[config.mk]
export PLATFORM = sky130hd
export DESIGN_NAME = first_fit_segment_allocator_unit_flat
export DESIGN_NICKNAME = d
export VERILOG_FILES = /design/src/rtl/ffsa_pkg.sv /design/src/rtl/ffsa_req_if.sv /design/src/rtl/ffsa_rsp_if.sv /design/src/rtl/ffsa_datapath.sv /design/src/rtl/ffsa_ctrl.sv /design/src/rtl/first_fit_segment_allocator_unit.sv /design/src/flat_wrapper.sv
export SDC_FILE = /design/constraint.sdc
export NUM_CORES = 2
export LEC_CHECK = 0
export ABC_AREA = 1
export BUFFER_PORTS_ARGS = -buffer_cell sky130_fd_sc_hd__buf_2
export CELL_PAD_IN_SITES_DETAIL_PLACEMENT = 0
export CELL_PAD_IN_SITES_GLOBAL_PLACEMENT = 2
export CORE_MARGIN = 2
export CORE_UTILIZATION = 44
export CTS_CLUSTER_DIAMETER = 40
export CTS_CLUSTER_SIZE = 25
export DETAILED_ROUTE_END_ITERATION = 16
export PLACE_DENSITY_LB_ADDON = 0.1
export SETUP_SLACK_MARGIN = 0.1
export SYNTH_ARGS = -nofsm -noshare
export SYNTH_HDL_FRONTEND = slang
export SYNTH_SLANG_ARGS = --single-unit
[constraint.sdc]
create_clock -name i_clk -period 24.8 [get_ports i_clk]
set_input_delay 4.96 -clock i_clk [delete_from_list [all_inputs] [get_ports i_clk]]
set_output_delay 4.96 -clock i_clk [all_outputs]
set_load 0.02 [all_outputs]
[src/rtl/ffsa_pkg.sv]
// shared constants, status codes and payload types of the first-fit segment allocator
package ffsa_pkg;

    localparam int MAX_SEGMENTS = 16;
    localparam int ADDR_BITS    = 32;

    localparam int OFFSET_W = 32;
    localparam int SIZE_W   = 33;
    localparam int ORDER_W  = 6;
    localparam int ENTRY_W  = OFFSET_W + SIZE_W;

    localparam logic [ORDER_W-1:0] HEAP_ORDER_RST = 6'd26;

    localparam logic ACT_ALLOC = 1'b0;
    localparam logic ACT_FREE  = 1'b1;

    typedef enum logic [2:0] {
        ST_OK         = 3'd0,
        ST_NO_SPACE   = 3'd1,
        ST_TABLE_FULL = 3'd2,
        ST_ZERO_SIZE  = 3'd3,
        ST_NOT_FOUND  = 3'd4
    } t_status;

    typedef struct packed {
        logic                action;
        logic [SIZE_W-1:0]   alloc_size;
        logic [OFFSET_W-1:0] free_offset;
    } t_req;

    typedef struct packed {
        logic [2:0]          status;
        logic [OFFSET_W-1:0] seg_start;
        logic [SIZE_W-1:0]   free_left;
    } t_rsp;

    // controller to datapath
    typedef struct packed {
        logic    load_req;
        logic    rd_en;
        logic    wr_en;
        logic    wr_new;
        logic    pos_clr;
        logic    pos_step;
        logic    commit_alloc;
        logic    commit_free;
        logic    res_load;
        logic    seg_ok;
        t_status status;
    } t_cmd;

    // datapath to controller
    typedef struct packed {
        logic is_free;
        logic zero_size;
        logic over_free;
        logic fit;
        logic tail_ok;
        logic match;
    } t_sts;

endpackage

[src/rtl/ffsa_req_if.sv]
// request channel: valid, ready and one request payload
interface ffsa_req_if;
    logic          valid;
    logic          ready;
    ffsa_pkg::t_req data;

    modport source (output valid, output data, input ready);
    modport sink   (input valid, input data, output ready);
endinterface

[src/rtl/ffsa_rsp_if.sv]
// response channel: valid, ready and one response payload
interface ffsa_rsp_if;
    logic          valid;
    logic          ready;
    ffsa_pkg::t_rsp data;

    modport source (output valid, output data, input ready);
    modport sink   (input valid, input data, output ready);
endinterface

[src/rtl/ffsa_datapath.sv]
// segment table memory, scan position, free total and response register
module ffsa_datapath #(
    parameter int MAX_SEGMENTS = ffsa_pkg::MAX_SEGMENTS,
    parameter int ADDR_BITS    = ffsa_pkg::ADDR_BITS,
    localparam int IW = (MAX_SEGMENTS > 1) ? $clog2(MAX_SEGMENTS) : 1,
    localparam int CW = $clog2(MAX_SEGMENTS + 1)
) (
    input  logic                          i_clk,
    input  logic                          i_rst_n,
    input  logic                          i_cfg_wr_en,
    input  logic [ffsa_pkg::ORDER_W-1:0]  i_cfg_wr_data,
    input  ffsa_pkg::t_req                i_req_data,
    input  ffsa_pkg::t_cmd                i_cmd,
    input  logic [IW-1:0]                 i_rd_addr,
    input  logic [IW-1:0]                 i_wr_addr,
    output ffsa_pkg::t_sts                o_sts,
    output logic [CW-1:0]                 o_count,
    output ffsa_pkg::t_rsp                o_rsp_data
);

    localparam int FW = (ADDR_BITS + 1 > ffsa_pkg::SIZE_W) ? ADDR_BITS + 1 : ffsa_pkg::SIZE_W;
    localparam int PW = (ADDR_BITS + 2 > 35) ? ADDR_BITS + 2 : 35;
    localparam int OW = ffsa_pkg::OFFSET_W;
    localparam int SW = ffsa_pkg::SIZE_W;

    function automatic logic [FW-1:0] region(input logic [ffsa_pkg::ORDER_W-1:0] ord);
        logic [ffsa_pkg::ORDER_W-1:0] sat;
        sat = (ord > ffsa_pkg::ORDER_W'(ADDR_BITS)) ? ffsa_pkg::ORDER_W'(ADDR_BITS) : ord;
        return FW'(1) << sat;
    endfunction

    logic [ffsa_pkg::ENTRY_W-1:0] mem [MAX_SEGMENTS];

    logic [ffsa_pkg::ORDER_W-1:0] r_order, n_order;
    logic [CW-1:0]                r_count, n_count;
    logic [FW-1:0]                r_free, n_free;
    logic [PW-1:0]                r_pos, n_pos;
    ffsa_pkg::t_req               r_req;
    ffsa_pkg::t_rsp               r_rsp;
    logic [ffsa_pkg::ENTRY_W-1:0] r_rdata;

    logic [OW-1:0]                rd_off;
    logic [SW-1:0]                rd_len;
    logic [PW-1:0]                off_x, size_x, reg_x;
    logic [FW-1:0]                free_sub, free_add;
    logic [ffsa_pkg::ENTRY_W-1:0] wr_data;

    assign rd_off = r_rdata[ffsa_pkg::ENTRY_W-1:SW];
    assign rd_len = r_rdata[SW-1:0];
    assign off_x  = PW'(rd_off);
    assign size_x = PW'(r_req.alloc_size);
    assign reg_x  = PW'(region(r_order));

    assign free_sub = r_free - FW'(r_req.alloc_size);
    assign free_add = r_free + FW'(rd_len);

    assign wr_data = i_cmd.wr_new ? {r_pos[OW-1:0], r_req.alloc_size} : r_rdata;

    always_comb begin
        o_sts.is_free   = (r_req.action == ffsa_pkg::ACT_FREE);
        o_sts.zero_size = (r_req.alloc_size == '0);
        o_sts.over_free = (FW'(r_req.alloc_size) > r_free);
        o_sts.fit       = (off_x >= r_pos) && ((off_x - r_pos) >= size_x);
        o_sts.tail_ok   = !(r_pos > reg_x) && !(size_x > (reg_x - r_pos));
        o_sts.match     = (rd_off == r_req.free_offset);
    end

    assign o_count    = r_count;
    assign o_rsp_data = r_rsp;

    always_comb begin
        n_order = r_order;
        n_count = r_count;
        n_free  = r_free;
        n_pos   = r_pos;
        if (i_cmd.pos_clr) begin
            n_pos = '0;
        end else if (i_cmd.pos_step) begin
            n_pos = off_x + PW'(rd_len);
        end
        if (i_cmd.commit_alloc) begin
            n_count = r_count + CW'(1);
            n_free  = FW'(free_sub[SW-1:0]);
        end else if (i_cmd.commit_free) begin
            n_count = r_count - CW'(1);
            n_free  = FW'(free_add[SW-1:0]);
        end
        // a register write empties the table and refills the free total
        if (i_cfg_wr_en) begin
            n_order = i_cfg_wr_data;
            n_count = '0;
            n_free  = region(i_cfg_wr_data);
        end
    end

    always_ff @(posedge i_clk) begin
        if (!i_rst_n) begin
            r_order <= ffsa_pkg::HEAP_ORDER_RST;
            r_count <= '0;
            r_free  <= region(ffsa_pkg::HEAP_ORDER_RST);
        end else begin
            r_order <= n_order;
            r_count <= n_count;
            r_free  <= n_free;
        end
    end

    always_ff @(posedge i_clk) begin
        r_pos <= n_pos;
        if (i_cmd.load_req) begin
            r_req <= i_req_data;
        end
        if (i_cmd.res_load) begin
            r_rsp.status    <= i_cmd.status;
            r_rsp.seg_start <= i_cmd.seg_ok ? r_pos[OW-1:0] : '0;
            r_rsp.free_left <= r_free[SW-1:0];
        end
    end

    always_ff @(posedge i_clk) begin
        if (i_cmd.rd_en) begin
            r_rdata <= mem[i_rd_addr];
        end
        if (i_cmd.wr_en) begin
            mem[i_wr_addr] <= wr_data;
        end
    end

endmodule

[src/rtl/ffsa_ctrl.sv]
// sequencer for request checks, first-fit scan, table shifts and response handshake
module ffsa_ctrl #(
    parameter int MAX_SEGMENTS = ffsa_pkg::MAX_SEGMENTS,
    localparam int IW = (MAX_SEGMENTS > 1) ? $clog2(MAX_SEGMENTS) : 1,
    localparam int CW = $clog2(MAX_SEGMENTS + 1)
) (
    input  logic           i_clk,
    input  logic           i_rst_n,
    input  logic           i_req_valid,
    output logic           o_req_ready,
    output logic           o_rsp_valid,
    input  logic           i_rsp_ready,
    output ffsa_pkg::t_cmd o_cmd,
    output logic [IW-1:0]  o_rd_addr,
    output logic [IW-1:0]  o_wr_addr,
    input  ffsa_pkg::t_sts i_sts,
    input  logic [CW-1:0]  i_count
);

    typedef enum logic [3:0] {
        S_IDLE,
        S_CHECK,
        S_SCAN,
        S_TAIL,
        S_SHIFT,
        S_PLACE,
        S_FIND,
        S_DROP,
        S_RESP
    } t_state;

    t_state            r_state, n_state;
    logic [CW-1:0]     r_idx, n_idx;
    logic [CW-1:0]     r_k, n_k;
    ffsa_pkg::t_status r_status, n_status;
    logic              r_seg_ok, n_seg_ok;
    logic              r_out_valid, n_out_valid;

    logic [CW:0] idx_p1, k_m1, k_m2, k_p1, k_p2, cnt_x, cnt_m1;

    assign idx_p1 = {1'b0, r_idx} + (CW+1)'(1);
    assign k_m1   = {1'b0, r_k} - (CW+1)'(1);
    assign k_m2   = {1'b0, r_k} - (CW+1)'(2);
    assign k_p1   = {1'b0, r_k} + (CW+1)'(1);
    assign k_p2   = {1'b0, r_k} + (CW+1)'(2);
    assign cnt_x  = {1'b0, i_count};
    assign cnt_m1 = cnt_x - (CW+1)'(1);

    assign o_req_ready = (r_state == S_IDLE);
    assign o_rsp_valid = r_out_valid;

    always_comb begin
        n_state     = r_state;
        n_idx       = r_idx;
        n_k         = r_k;
        n_status    = r_status;
        n_seg_ok    = r_seg_ok;
        n_out_valid = r_out_valid && !i_rsp_ready;
        o_cmd        = '0;
        o_cmd.status = r_status;
        o_cmd.seg_ok = r_seg_ok;
        o_rd_addr    = '0;
        o_wr_addr    = '0;
        case (r_state)
            S_IDLE: begin
                if (i_req_valid) begin
                    o_cmd.load_req = 1'b1;
                    n_state        = S_CHECK;
                end
            end
            S_CHECK: begin
                o_cmd.pos_clr = 1'b1;
                n_idx         = '0;
                n_seg_ok      = 1'b0;
                if (i_sts.is_free) begin
                    if (i_count == '0) begin
                        n_status = ffsa_pkg::ST_NOT_FOUND;
                        n_state  = S_RESP;
                    end else begin
                        o_cmd.rd_en = 1'b1;
                        n_state     = S_FIND;
                    end
                end else if (i_sts.zero_size) begin
                    n_status = ffsa_pkg::ST_ZERO_SIZE;
                    n_state  = S_RESP;
                end else if (i_sts.over_free) begin
                    n_status = ffsa_pkg::ST_NO_SPACE;
                    n_state  = S_RESP;
                end else if (i_count >= CW'(MAX_SEGMENTS)) begin
                    n_status = ffsa_pkg::ST_TABLE_FULL;
                    n_state  = S_RESP;
                end else if (i_count == '0) begin
                    n_state = S_TAIL;
                end else begin
                    o_cmd.rd_en = 1'b1;
                    n_state     = S_SCAN;
                end
            end
            S_SCAN: begin
                if (i_sts.fit) begin
                    // gap found ahead of entry r_idx: open a slot by moving the tail up
                    o_cmd.rd_en = 1'b1;
                    o_rd_addr   = cnt_m1[IW-1:0];
                    n_k         = i_count;
                    n_state     = S_SHIFT;
                end else begin
                    o_cmd.pos_step = 1'b1;
                    n_idx          = idx_p1[CW-1:0];
                    if (idx_p1 == cnt_x) begin
                        n_state = S_TAIL;
                    end else begin
                        o_cmd.rd_en = 1'b1;
                        o_rd_addr   = idx_p1[IW-1:0];
                    end
                end
            end
            S_TAIL: begin
                if (i_sts.tail_ok) begin
                    n_state = S_PLACE;
                end else begin
                    n_status = ffsa_pkg::ST_NO_SPACE;
                    n_state  = S_RESP;
                end
            end
            S_SHIFT: begin
                o_cmd.wr_en = 1'b1;
                o_wr_addr   = r_k[IW-1:0];
                n_k         = k_m1[CW-1:0];
                if (k_m1 == {1'b0, r_idx}) begin
                    n_state = S_PLACE;
                end else begin
                    o_cmd.rd_en = 1'b1;
                    o_rd_addr   = k_m2[IW-1:0];
                end
            end
            S_PLACE: begin
                o_cmd.wr_en        = 1'b1;
                o_cmd.wr_new       = 1'b1;
                o_wr_addr          = r_idx[IW-1:0];
                o_cmd.commit_alloc = 1'b1;
                n_status           = ffsa_pkg::ST_OK;
                n_seg_ok           = 1'b1;
                n_state            = S_RESP;
            end
            S_FIND: begin
                if (i_sts.match) begin
                    o_cmd.commit_free = 1'b1;
                    n_status          = ffsa_pkg::ST_OK;
                    n_k               = r_idx;
                    if (idx_p1 < cnt_x) begin
                        o_cmd.rd_en = 1'b1;
                        o_rd_addr   = idx_p1[IW-1:0];
                        n_state     = S_DROP;
                    end else begin
                        n_state = S_RESP;
                    end
                end else if (idx_p1 == cnt_x) begin
                    n_status = ffsa_pkg::ST_NOT_FOUND;
                    n_state  = S_RESP;
                end else begin
                    o_cmd.rd_en = 1'b1;
                    o_rd_addr   = idx_p1[IW-1:0];
                    n_idx       = idx_p1[CW-1:0];
                end
            end
            S_DROP: begin
                // count already holds the reduced value here
                o_cmd.wr_en = 1'b1;
                o_wr_addr   = r_k[IW-1:0];
                if (k_p1 < cnt_x) begin
                    o_cmd.rd_en = 1'b1;
                    o_rd_addr   = k_p2[IW-1:0];
                    n_k         = k_p1[CW-1:0];
                end else begin
                    n_state = S_RESP;
                end
            end
            S_RESP: begin
                if (!r_out_valid || i_rsp_ready) begin
                    o_cmd.res_load = 1'b1;
                    n_out_valid    = 1'b1;
                    n_state        = S_IDLE;
                end
            end
            default: begin
                n_state = S_IDLE;
            end
        endcase
    end

    always_ff @(posedge i_clk) begin
        if (!i_rst_n) begin
            r_state     <= S_IDLE;
            r_idx       <= '0;
            r_k         <= '0;
            r_status    <= ffsa_pkg::ST_OK;
            r_seg_ok    <= 1'b0;
            r_out_valid <= 1'b0;
        end else begin
            r_state     <= n_state;
            r_idx       <= n_idx;
            r_k         <= n_k;
            r_status    <= n_status;
            r_seg_ok    <= n_seg_ok;
            r_out_valid <= n_out_valid;
        end
    end

    a_no_rw_collide: assert property (@(posedge i_clk) disable iff (!i_rst_n)
        (o_cmd.rd_en && o_cmd.wr_en) |-> (o_rd_addr != o_wr_addr))
        else $error("table read and write hit the same entry");

    a_alloc_room: assert property (@(posedge i_clk) disable iff (!i_rst_n)
        o_cmd.commit_alloc |-> (i_count < CW'(MAX_SEGMENTS)))
        else $error("segment inserted into a full table");

    a_free_nonempty: assert property (@(posedge i_clk) disable iff (!i_rst_n)
        o_cmd.commit_free |-> (i_count != '0))
        else $error("segment removed from an empty table");

    a_rsp_no_overwrite: assert property (@(posedge i_clk) disable iff (!i_rst_n)
        o_cmd.res_load |-> (!r_out_valid || i_rsp_ready))
        else $error("pending response overwritten");

    a_one_commit: assert property (@(posedge i_clk) disable iff (!i_rst_n)
        !(o_cmd.commit_alloc && o_cmd.commit_free))
        else $error("allocate and free committed together");

endmodule

[src/rtl/first_fit_segment_allocator_unit.sv]
// an early reject goes straight from the checks to the response; an allocate scans for a gap,
//   shifts the tail up and inserts, a free searches for the offset and shifts later entries down;
//   a new response also waits while a previous response is still pending
// throughput: one request at a time, the next is taken in the cycle after the response loads;
//   each scan or shift step moves one entry per cycle (one read and one write port)
// reset (synchronous, active low): empty table, heap_order 26, free total = full region
module first_fit_segment_allocator_unit #(
    parameter int MAX_SEGMENTS = ffsa_pkg::MAX_SEGMENTS,
    parameter int ADDR_BITS    = ffsa_pkg::ADDR_BITS
) (
    input  logic                         i_clk,
    input  logic                         i_rst_n,
    ffsa_req_if.sink                     i_req,
    ffsa_rsp_if.source                   o_rsp,
    input  logic                         i_cfg_wr_en,
    input  logic [ffsa_pkg::ORDER_W-1:0] i_cfg_wr_data
);

    localparam int IW = (MAX_SEGMENTS > 1) ? $clog2(MAX_SEGMENTS) : 1;
    localparam int CW = $clog2(MAX_SEGMENTS + 1);

    ffsa_pkg::t_cmd cmd;
    ffsa_pkg::t_sts sts;
    logic [IW-1:0]  rd_addr;
    logic [IW-1:0]  wr_addr;
    logic [CW-1:0]  count;

    ffsa_ctrl #(
        .MAX_SEGMENTS (MAX_SEGMENTS)
    ) u_ctrl (
        .i_clk       (i_clk),
        .i_rst_n     (i_rst_n),
        .i_req_valid (i_req.valid),
        .o_req_ready (i_req.ready),
        .o_rsp_valid (o_rsp.valid),
        .i_rsp_ready (o_rsp.ready),
        .o_cmd       (cmd),
        .o_rd_addr   (rd_addr),
        .o_wr_addr   (wr_addr),
        .i_sts       (sts),
        .i_count     (count)
    );

    ffsa_datapath #(
        .MAX_SEGMENTS (MAX_SEGMENTS),
        .ADDR_BITS    (ADDR_BITS)
    ) u_datapath (
        .i_clk         (i_clk),
        .i_rst_n       (i_rst_n),
        .i_cfg_wr_en   (i_cfg_wr_en),
        .i_cfg_wr_data (i_cfg_wr_data),
        .i_req_data    (i_req.data),
        .i_cmd         (cmd),
        .i_rd_addr     (rd_addr),
        .i_wr_addr     (wr_addr),
        .o_sts         (sts),
        .o_count       (count),
        .o_rsp_data    (o_rsp.data)
    );

endmodule
[src/flat_wrapper.sv]
// flat-port wrapper written by rule: the top's interface ports become plain ports
module first_fit_segment_allocator_unit_flat 
#(
    parameter int MAX_SEGMENTS = ffsa_pkg::MAX_SEGMENTS,
    parameter int ADDR_BITS    = ffsa_pkg::ADDR_BITS
)
  (i_clk, i_rst_n, i_cfg_wr_en, i_cfg_wr_data, i_req_valid, i_req_data, i_req_ready, o_rsp_valid, o_rsp_data, o_rsp_ready);
  ffsa_req_if i_req_i ();
  ffsa_rsp_if o_rsp_i ();
  input  logic i_clk;
  input  logic i_rst_n;
  input  logic i_cfg_wr_en;
  input  logic [ffsa_pkg::ORDER_W-1:0] i_cfg_wr_data;
  input wire logic [$bits(i_req_i.valid)-1:0] i_req_valid;
  input wire logic [$bits(i_req_i.data)-1:0] i_req_data;
  output wire logic [$bits(i_req_i.ready)-1:0] i_req_ready;
  output wire logic [$bits(o_rsp_i.valid)-1:0] o_rsp_valid;
  output wire logic [$bits(o_rsp_i.data)-1:0] o_rsp_data;
  input wire logic [$bits(o_rsp_i.ready)-1:0] o_rsp_ready;
  assign i_req_i.valid = i_req_valid;
  assign i_req_i.data = i_req_data;
  assign i_req_ready = i_req_i.ready;
  assign o_rsp_valid = o_rsp_i.valid;
  assign o_rsp_data = o_rsp_i.data;
  assign o_rsp_i.ready = o_rsp_ready;
  first_fit_segment_allocator_unit #(.MAX_SEGMENTS(MAX_SEGMENTS), .ADDR_BITS(ADDR_BITS)) u_core (.i_clk(i_clk), .i_rst_n(i_rst_n), .i_req(i_req_i), .o_rsp(o_rsp_i), .i_cfg_wr_en(i_cfg_wr_en), .i_cfg_wr_data(i_cfg_wr_data));
endmodule
After elaboration in Yosys (flattened, before gate mapping)
Memory sizes are Yosys's and may differ from the RTL's. A register that Yosys moved wholly into a read port is not among the register bits.
Index checks and enable logic that the tools add are counted.
{"block": "totals", "latchBits": 0, "inputBits": 77, "rom_bits": 0, "memories": 1, "regBits": 232, "mem_bits_rw": 1040, "wordCells": 171}
{"block": "op_classes", "reduce_logical": 24, "n_bitwise": 1, "shift": 2, "n_addsub": 13, "n_lt_le_gt_ge": 10, "eq_ne": 26, "mux": 78, "div": 0, "n_mul": 0}
{"name": "u_core.u_datapath.mem", "words": 16, "width": 65, "read_ports": 1, "rd_clocked_by_memory_dff": 1, "wr": 1, "line": "ffsa_datapath.sv:32", "rtl": "logic [ffsa_pkg::ENTRY_W-1:0] mem [MAX_SEGMENTS];"}
{"cell": "$mux W33", "n": 3}
{"cell": "$mux W4", "n": 21}
{"cell": "$shl A1 B6 Y33 const A", "n": 2}
{"cell": "$mux W65", "n": 1}
{"cell": "$mux W5", "n": 8}
{"cell": "$pmux W4 S9", "n": 1}
{"cell": "$ge A32 B35 Y1", "n": 1}
{"cell": "$ge A35 B33 Y1", "n": 1}
{"cell": "$gt A33 B35 Y1", "n": 1}
{"cell": "$gt A35 B33 Y1", "n": 1}
{"cell": "$sub A32 B35 Y35", "n": 1}
{"cell": "$sub A33 B35 Y35", "n": 1}
{"cell": "$add A32 B33 Y34", "n": 1}
{"cell": "$add A33 B33 Y33", "n": 1}
{"cell": "$gt A33 B33 Y1", "n": 1}
{"cell": "$logic_not A33 Y1", "n": 1}
{"cell": "$sub A33 B33 Y33", "n": 1}
{"cell": "$eq A32 B32 Y1", "n": 1}
{"cell": "$mux W1", "n": 27}
{"cell": "$mux W3", "n": 8}
{"cell": "$pmux W5 S4", "n": 1}
{"cell": "$ne A2 B2 Y1 const B", "n": 9}
{"cell": "$eq A4 B3 Y1 const B", "n": 4}
{"cell": "$pmux W4 S4", "n": 1}
{"cell": "38 further kinds", "n": 56}

Longest topological paths before layout
{"block": "depth", "word_depth": 9, "mapped_depth": 40}

Cells and area by module
A second synthesis with hierarchy kept.
{"block": "hier_totals", "cells_unflattened": 6365, "hier_area_um2": 66734.0}
{"mod": "ffsa_datapath", "instances": 1, "cells_per_inst": 6004, "area_each_um2": 64603.2}
{"mod": "ffsa_ctrl", "instances": 1, "cells_per_inst": 361, "area_each_um2": 2130.8}

Worst setup path after synthesis
Ideal clock, no wire load.
{"block": "synth_timing", "kind": "input to register", "start": "in i_req_valid", "end": "reg u_core.u_datapath.r_req, in the netlist u_core.u_datapath.o_sts[5] (enable)", "required_ns": 24.228, "slack_ns": 14.733, "cell_stages": 2, "arrival_ns": 9.496, "setup_time_ns": 0.572, "n_path_buf": 0, "path_cell_list": "inv_1 -> nor3_1"}
{"item": "start, declared", "line": "flat_wrapper.sv:14", "rtl": "input wire logic [$bits(i_req_i.valid)-1:0] i_req_valid;"}
{"item": "end signal, assigned", "line": "ffsa_datapath.sv:111", "rtl": "r_req <= i_req_data;"}
{"item": "end, declared", "line": "ffsa_datapath.sv:38", "rtl": "ffsa_pkg::t_req r_req;"}

Worst setup path after layout
{"block": "layout_timing", "start": "reg u_core.u_datapath.r_pos[0]", "end": "reg u_core.u_datapath.r_rdata[35] in the netlist's numbering (read register of u_core.u_datapath.mem), data pin"}
{"block": "layout_via", "elab_chain_len": 5, "elab_cells_between_ends": 8, "cone_classes": "add/sub (1); order compare (2); mux (4); reduce/logical (1)"}
{"item": "start, declared", "line": "ffsa_datapath.sv:37", "rtl": "logic [PW-1:0] r_pos, n_pos;"}
{"item": "start signal, assigned", "line": "ffsa_datapath.sv:109", "rtl": "r_pos <= n_pos;"}
{"item": "$sub A32 B35 Y35", "line": "ffsa_datapath.sv:63", "rtl": "o_sts.fit = (off_x >= r_pos) && ((off_x - r_pos) >= size_x);"}
{"item": "$ge A35 B33 Y1", "line": "ffsa_datapath.sv:63"}
{"item": "$logic_and A1 B1 Y1 (*)", "line": "ffsa_datapath.sv:63"}
{"item": "$mux W1 / $mux W4 (equally long branches)", "line": "ffsa_ctrl.sv:100", "rtl": "if (i_sts.fit) begin"}
{"item": "$pmux W1 S5 / $pmux W4 S4 (equally long branches)", "line": "ffsa_ctrl.sv:64", "rtl": "case (r_state)"}
{"item": "end, declared", "line": "ffsa_datapath.sv:40", "rtl": "logic [ffsa_pkg::ENTRY_W-1:0] r_rdata;"}
Mark *: on every way between the ends. The rest lies on a longest branch, timed or not.
A chain may end at the register's enable or synchronous reset.

==> results.py <==
metrics = {
    "outcome": {
        "status": "finished clean",
    },
    "yosys": {
        "syn_area_um2": 69800,
        "yosys_warnings": 0,
        "synth_ff_type": "edfxtp_1",
        "synth_seq_cells": 1336,
        "synth.avg_cell_area_um2": 9.32,
        "synth.top_cell.area_share_pct": 53.3,
        "ys_top_cells_by_area": "edfxtp_1 (53%), inv_1 (7.6%), nand3_1 (7.3%)",
        "syn-num-nets": 7821,
        "synth.most_common_cell": "inv_1",
        "syn_inst": 7490,
        "synth_top_area_cell": "edfxtp_1",
        "synth_edf_count": 1239,
        "ys_seq_area_share_pct": 56.1,
        "synthTopCellsByCount": "inv_1 (1415), edfxtp_1 (1239), nand2_1 (1185)",
        "async_reset_ff_share_pct": 0,
        "yosysUniqueCellTypes": 57,
    },
    "detailed_routing": {
        "drtIter0Drc": 5727,
        "viasPerCell": 5.67,
        "drc": 0,
        "firstDrtPassIters": 6,
        "wl_per_cell_um": 25.8,
        "wl_um": 254000,
        "antenna_left": 0,
        "vias": 55826,
    },
    "clock_network": {
        "cts_sinks": 1336,
        "cts_resized": 0,
        "clk_pin_slew_ns": 0.05,
        "clk_path_buf_depth": 3,
        "cts_hold_buf": 0,
        "cts_tree": "done",
        "numCtsBuffers": 214,
        "clock-root-buffer": "clkbuf_16",
        "worstSkewPairLatency_ns": 0.88,
        "cts-htree-levels": 4,
        "post-cts-setup-buffers": 0,
    },
    "sta": {
        "slew_headroom_pct": 11.0,
        "report.final.slew_viol_count": 0,
        "fmax_ghz": 0.125,
        "period_share_pct": 32.2,
        "hold_viol": 0,
        "hold_slack_ns": 0.435,
        "setup-tns-final_ns": 0,
        "grt_setup_unrepaired": "false",
        "min_period_ns": 7.98,
        "tightestPinTransition_ns": 1.33,
        "skew_ns": 0.0830,
        "final-setup-viol-count": 0,
    },
    "placement": {
        "detailed_place_hpwl_um": 153000,
        "port_buffers": 146,
        "place_area_um2": 72600,
        "place_inst": 9431,
        "globalplace.congestion": 0.943,
    },
    "global_routing": {
        "antenna_found_initial": 20,
        "grt_usage_pct": 30.9,
        "use_met3_pct": 4.53,
        "grt_pass1_vias": 52673,
        "overflow": 0,
        "grt_pass1_wl_um": 366000,
        "grt_start_max_net_pins": 225,
        "busiest_layer": "met2",
        "grtUsageMet1_pct": 43.1,
        "grtUsageMet2_pct": 48.2,
    },
    "floorplanning": {
        "die_area_um2": 162000,
        "chipWidth_um": 402,
        "rows": 146,
        "ioPinCount": 147,
        "die_y_um": 402,
        "initial_core_util_pct": 44.2,
        "core-area_um2": 158000,
    },
    "layout": {
        "final_cell_area_um2": 80200,
        "final_nets": 7906,
        "layout-drive-gt1-share_pct": 8.85,
        "area_delta_synth_final_pct": 14.9,
        "layout.cells.non_filler": 9846,
        "fill_cells": 14480,
    },
    "worst_setup_path": {
        "slowest_delay_ns": 1.02,
        "path_class": "register to register",
        "cp_common_cell": "nand2_1",
        "worstPathRequired_ns": 25.41,
        "cp_max_fo": 224,
        "start_kind": "register",
        "end_kind": "register",
        "slowest_stage": "nand3_4",
        "critPathArrivalTime_ns": 8.59,
        "reg2reg_slack_ns": 16.82,
    },
    "job": {
        "cap_violations": 0,
    },
    "pwr": {
        "power.leakage_uw": 0.0341,
        "power_density_nw_per_um2": 80.1,
        "combPwrFrac_pct": 12.2,
        "p_seq_share_pct": 39.6,
        "clkPwrFrac_pct": 48.3,
        "swShare_pct": 27.3,
        "power_switching_uw": 1750,
        "p_int_uw": 4670,
        "vdd_drop_max_uv": 74.2,
    },
    "worst_hold_path": {
        "hold_path.class": "register to register",
    },
}
## flip-flops by register name, summed over array words and instances, names as in the netlist, 6 cells and up
signal                        count
u_core.u_datapath.r_free         33
u_core.u_datapath.r_rdata        65
u_core.u_datapath.r_pos          34
u_core.u_datapath.mem          1040
u_core.u_datapath.r_order         6
u_core.u_datapath.o_rsp_data     68
u_core.u_datapath.r_req          65
## logic make-up (layout without fill, tap and decap cells)
group           Yosys count  after routing  synth area share, %
xor+xnor                151            151                 1.89
other cells               0             12                    0
simple gates           3149           3149                 21.1
fa+ha+maj               254            254                 4.62
compound gates          793            793                 6.33
flops                  1336           1336                 56.1
buf+inv                1807           2079                 10.0
## per-layer routing
layer | vias up | routed length, um
met4 | 4 | 10000
met5 | - | 27
li1 | 25878 | -
met3 | 413 | 18200
met1 | 27332 | 110000
met2 | 2199 | 116000
## per-stage QoR
step | power, uW | worst slack, ns | utilization (%)
final | 6420 | 16.82 | 50.7
after floorplan | 3080 | 14.73 | -
after CTS | 6450 | 16.93 | 50.7
after detailed placement | 3360 | 16.94 | 45.9
after global routing | 6640 | 16.25 | 50.7
after global placement | 3350 | 16.96 | 45.9
## final timing paths
check                                          start  cells after the start                                         end
max          u_core.u_datapath.r_pos[0]$_SDFFE_PP0P_                     30     u_core.u_datapath.r_rdata[35]$_DFFE_PP_
min           u_core.u_ctrl.r_status[1]$_SDFFE_PN0P_                      0  u_core.u_datapath.o_rsp_data[66]$_DFFE_PP_
max reg2reg  u_core.u_datapath.r_pos[0]$_SDFFE_PP0P_                     30     u_core.u_datapath.r_rdata[35]$_DFFE_PP_
min reg2reg   u_core.u_ctrl.r_status[1]$_SDFFE_PN0P_                      0  u_core.u_datapath.o_rsp_data[66]$_DFFE_PP_
## final cells by class
type	count	area (um^2)	share of cell area (%)
Antenna cell	12	30.0	0.0374
Clock buffer	225	5400	6.73
Clock inverter	178	2150	2.69
Inverter	1422	5370	6.69
Multi-Input combinational cell	4347	23900	29.8
Sequential cell	1336	39100	48.8
Tap cell	2072	2590	3.23
Timing Repair Buffer	254	1620	2.02
## power by group through the flow
stage	clock network (uW)	registers (uW)	logic (uW)
4_1_cts	3130	2540	776
3_3_place_gp	0	2580	769
6_report	3100	2540	781
5_1_grt	3230	2540	865
2_1_floorplan	0	2570	512
3_5_place_dp	0	2580	772
## critical path, delay by kind of cell (launching register included)
kind / cells / cell delay [ns]
AOI/OAI and AO/OA: 7 / 1.75
xor gates and xnor gates: 1 / 0.16
adders and majority gates: 3 / 1.04
buffers and inverters: 5 / 1.09
DFF: 1 / 0.47
and+or+nand+nor: 14 / 2.75
## cells in the final DEF (no fill, tap or decap), types with 146 or more instances in the layout
| cell | synthesis | routed |
|---|---|---|
| edfxtp_1 | 1239 | 1239 |
| ha_1 | 248 | 248 |
| buf_2 | 159 | 146 |
| nand4_1 | 551 | 551 |
| a21oi_1 | 337 | 335 |
| o21ai_0 | 288 | 238 |
| nand2_1 | 1185 | 1183 |
| nand3_1 | 1017 | 1017 |
| inv_1 | 1415 | 1413 |
| clkbuf_16 | 0 | 214 |
| nor2_1 | 301 | 285 |
No activity file was read; power rests on OpenSTA's default activity.
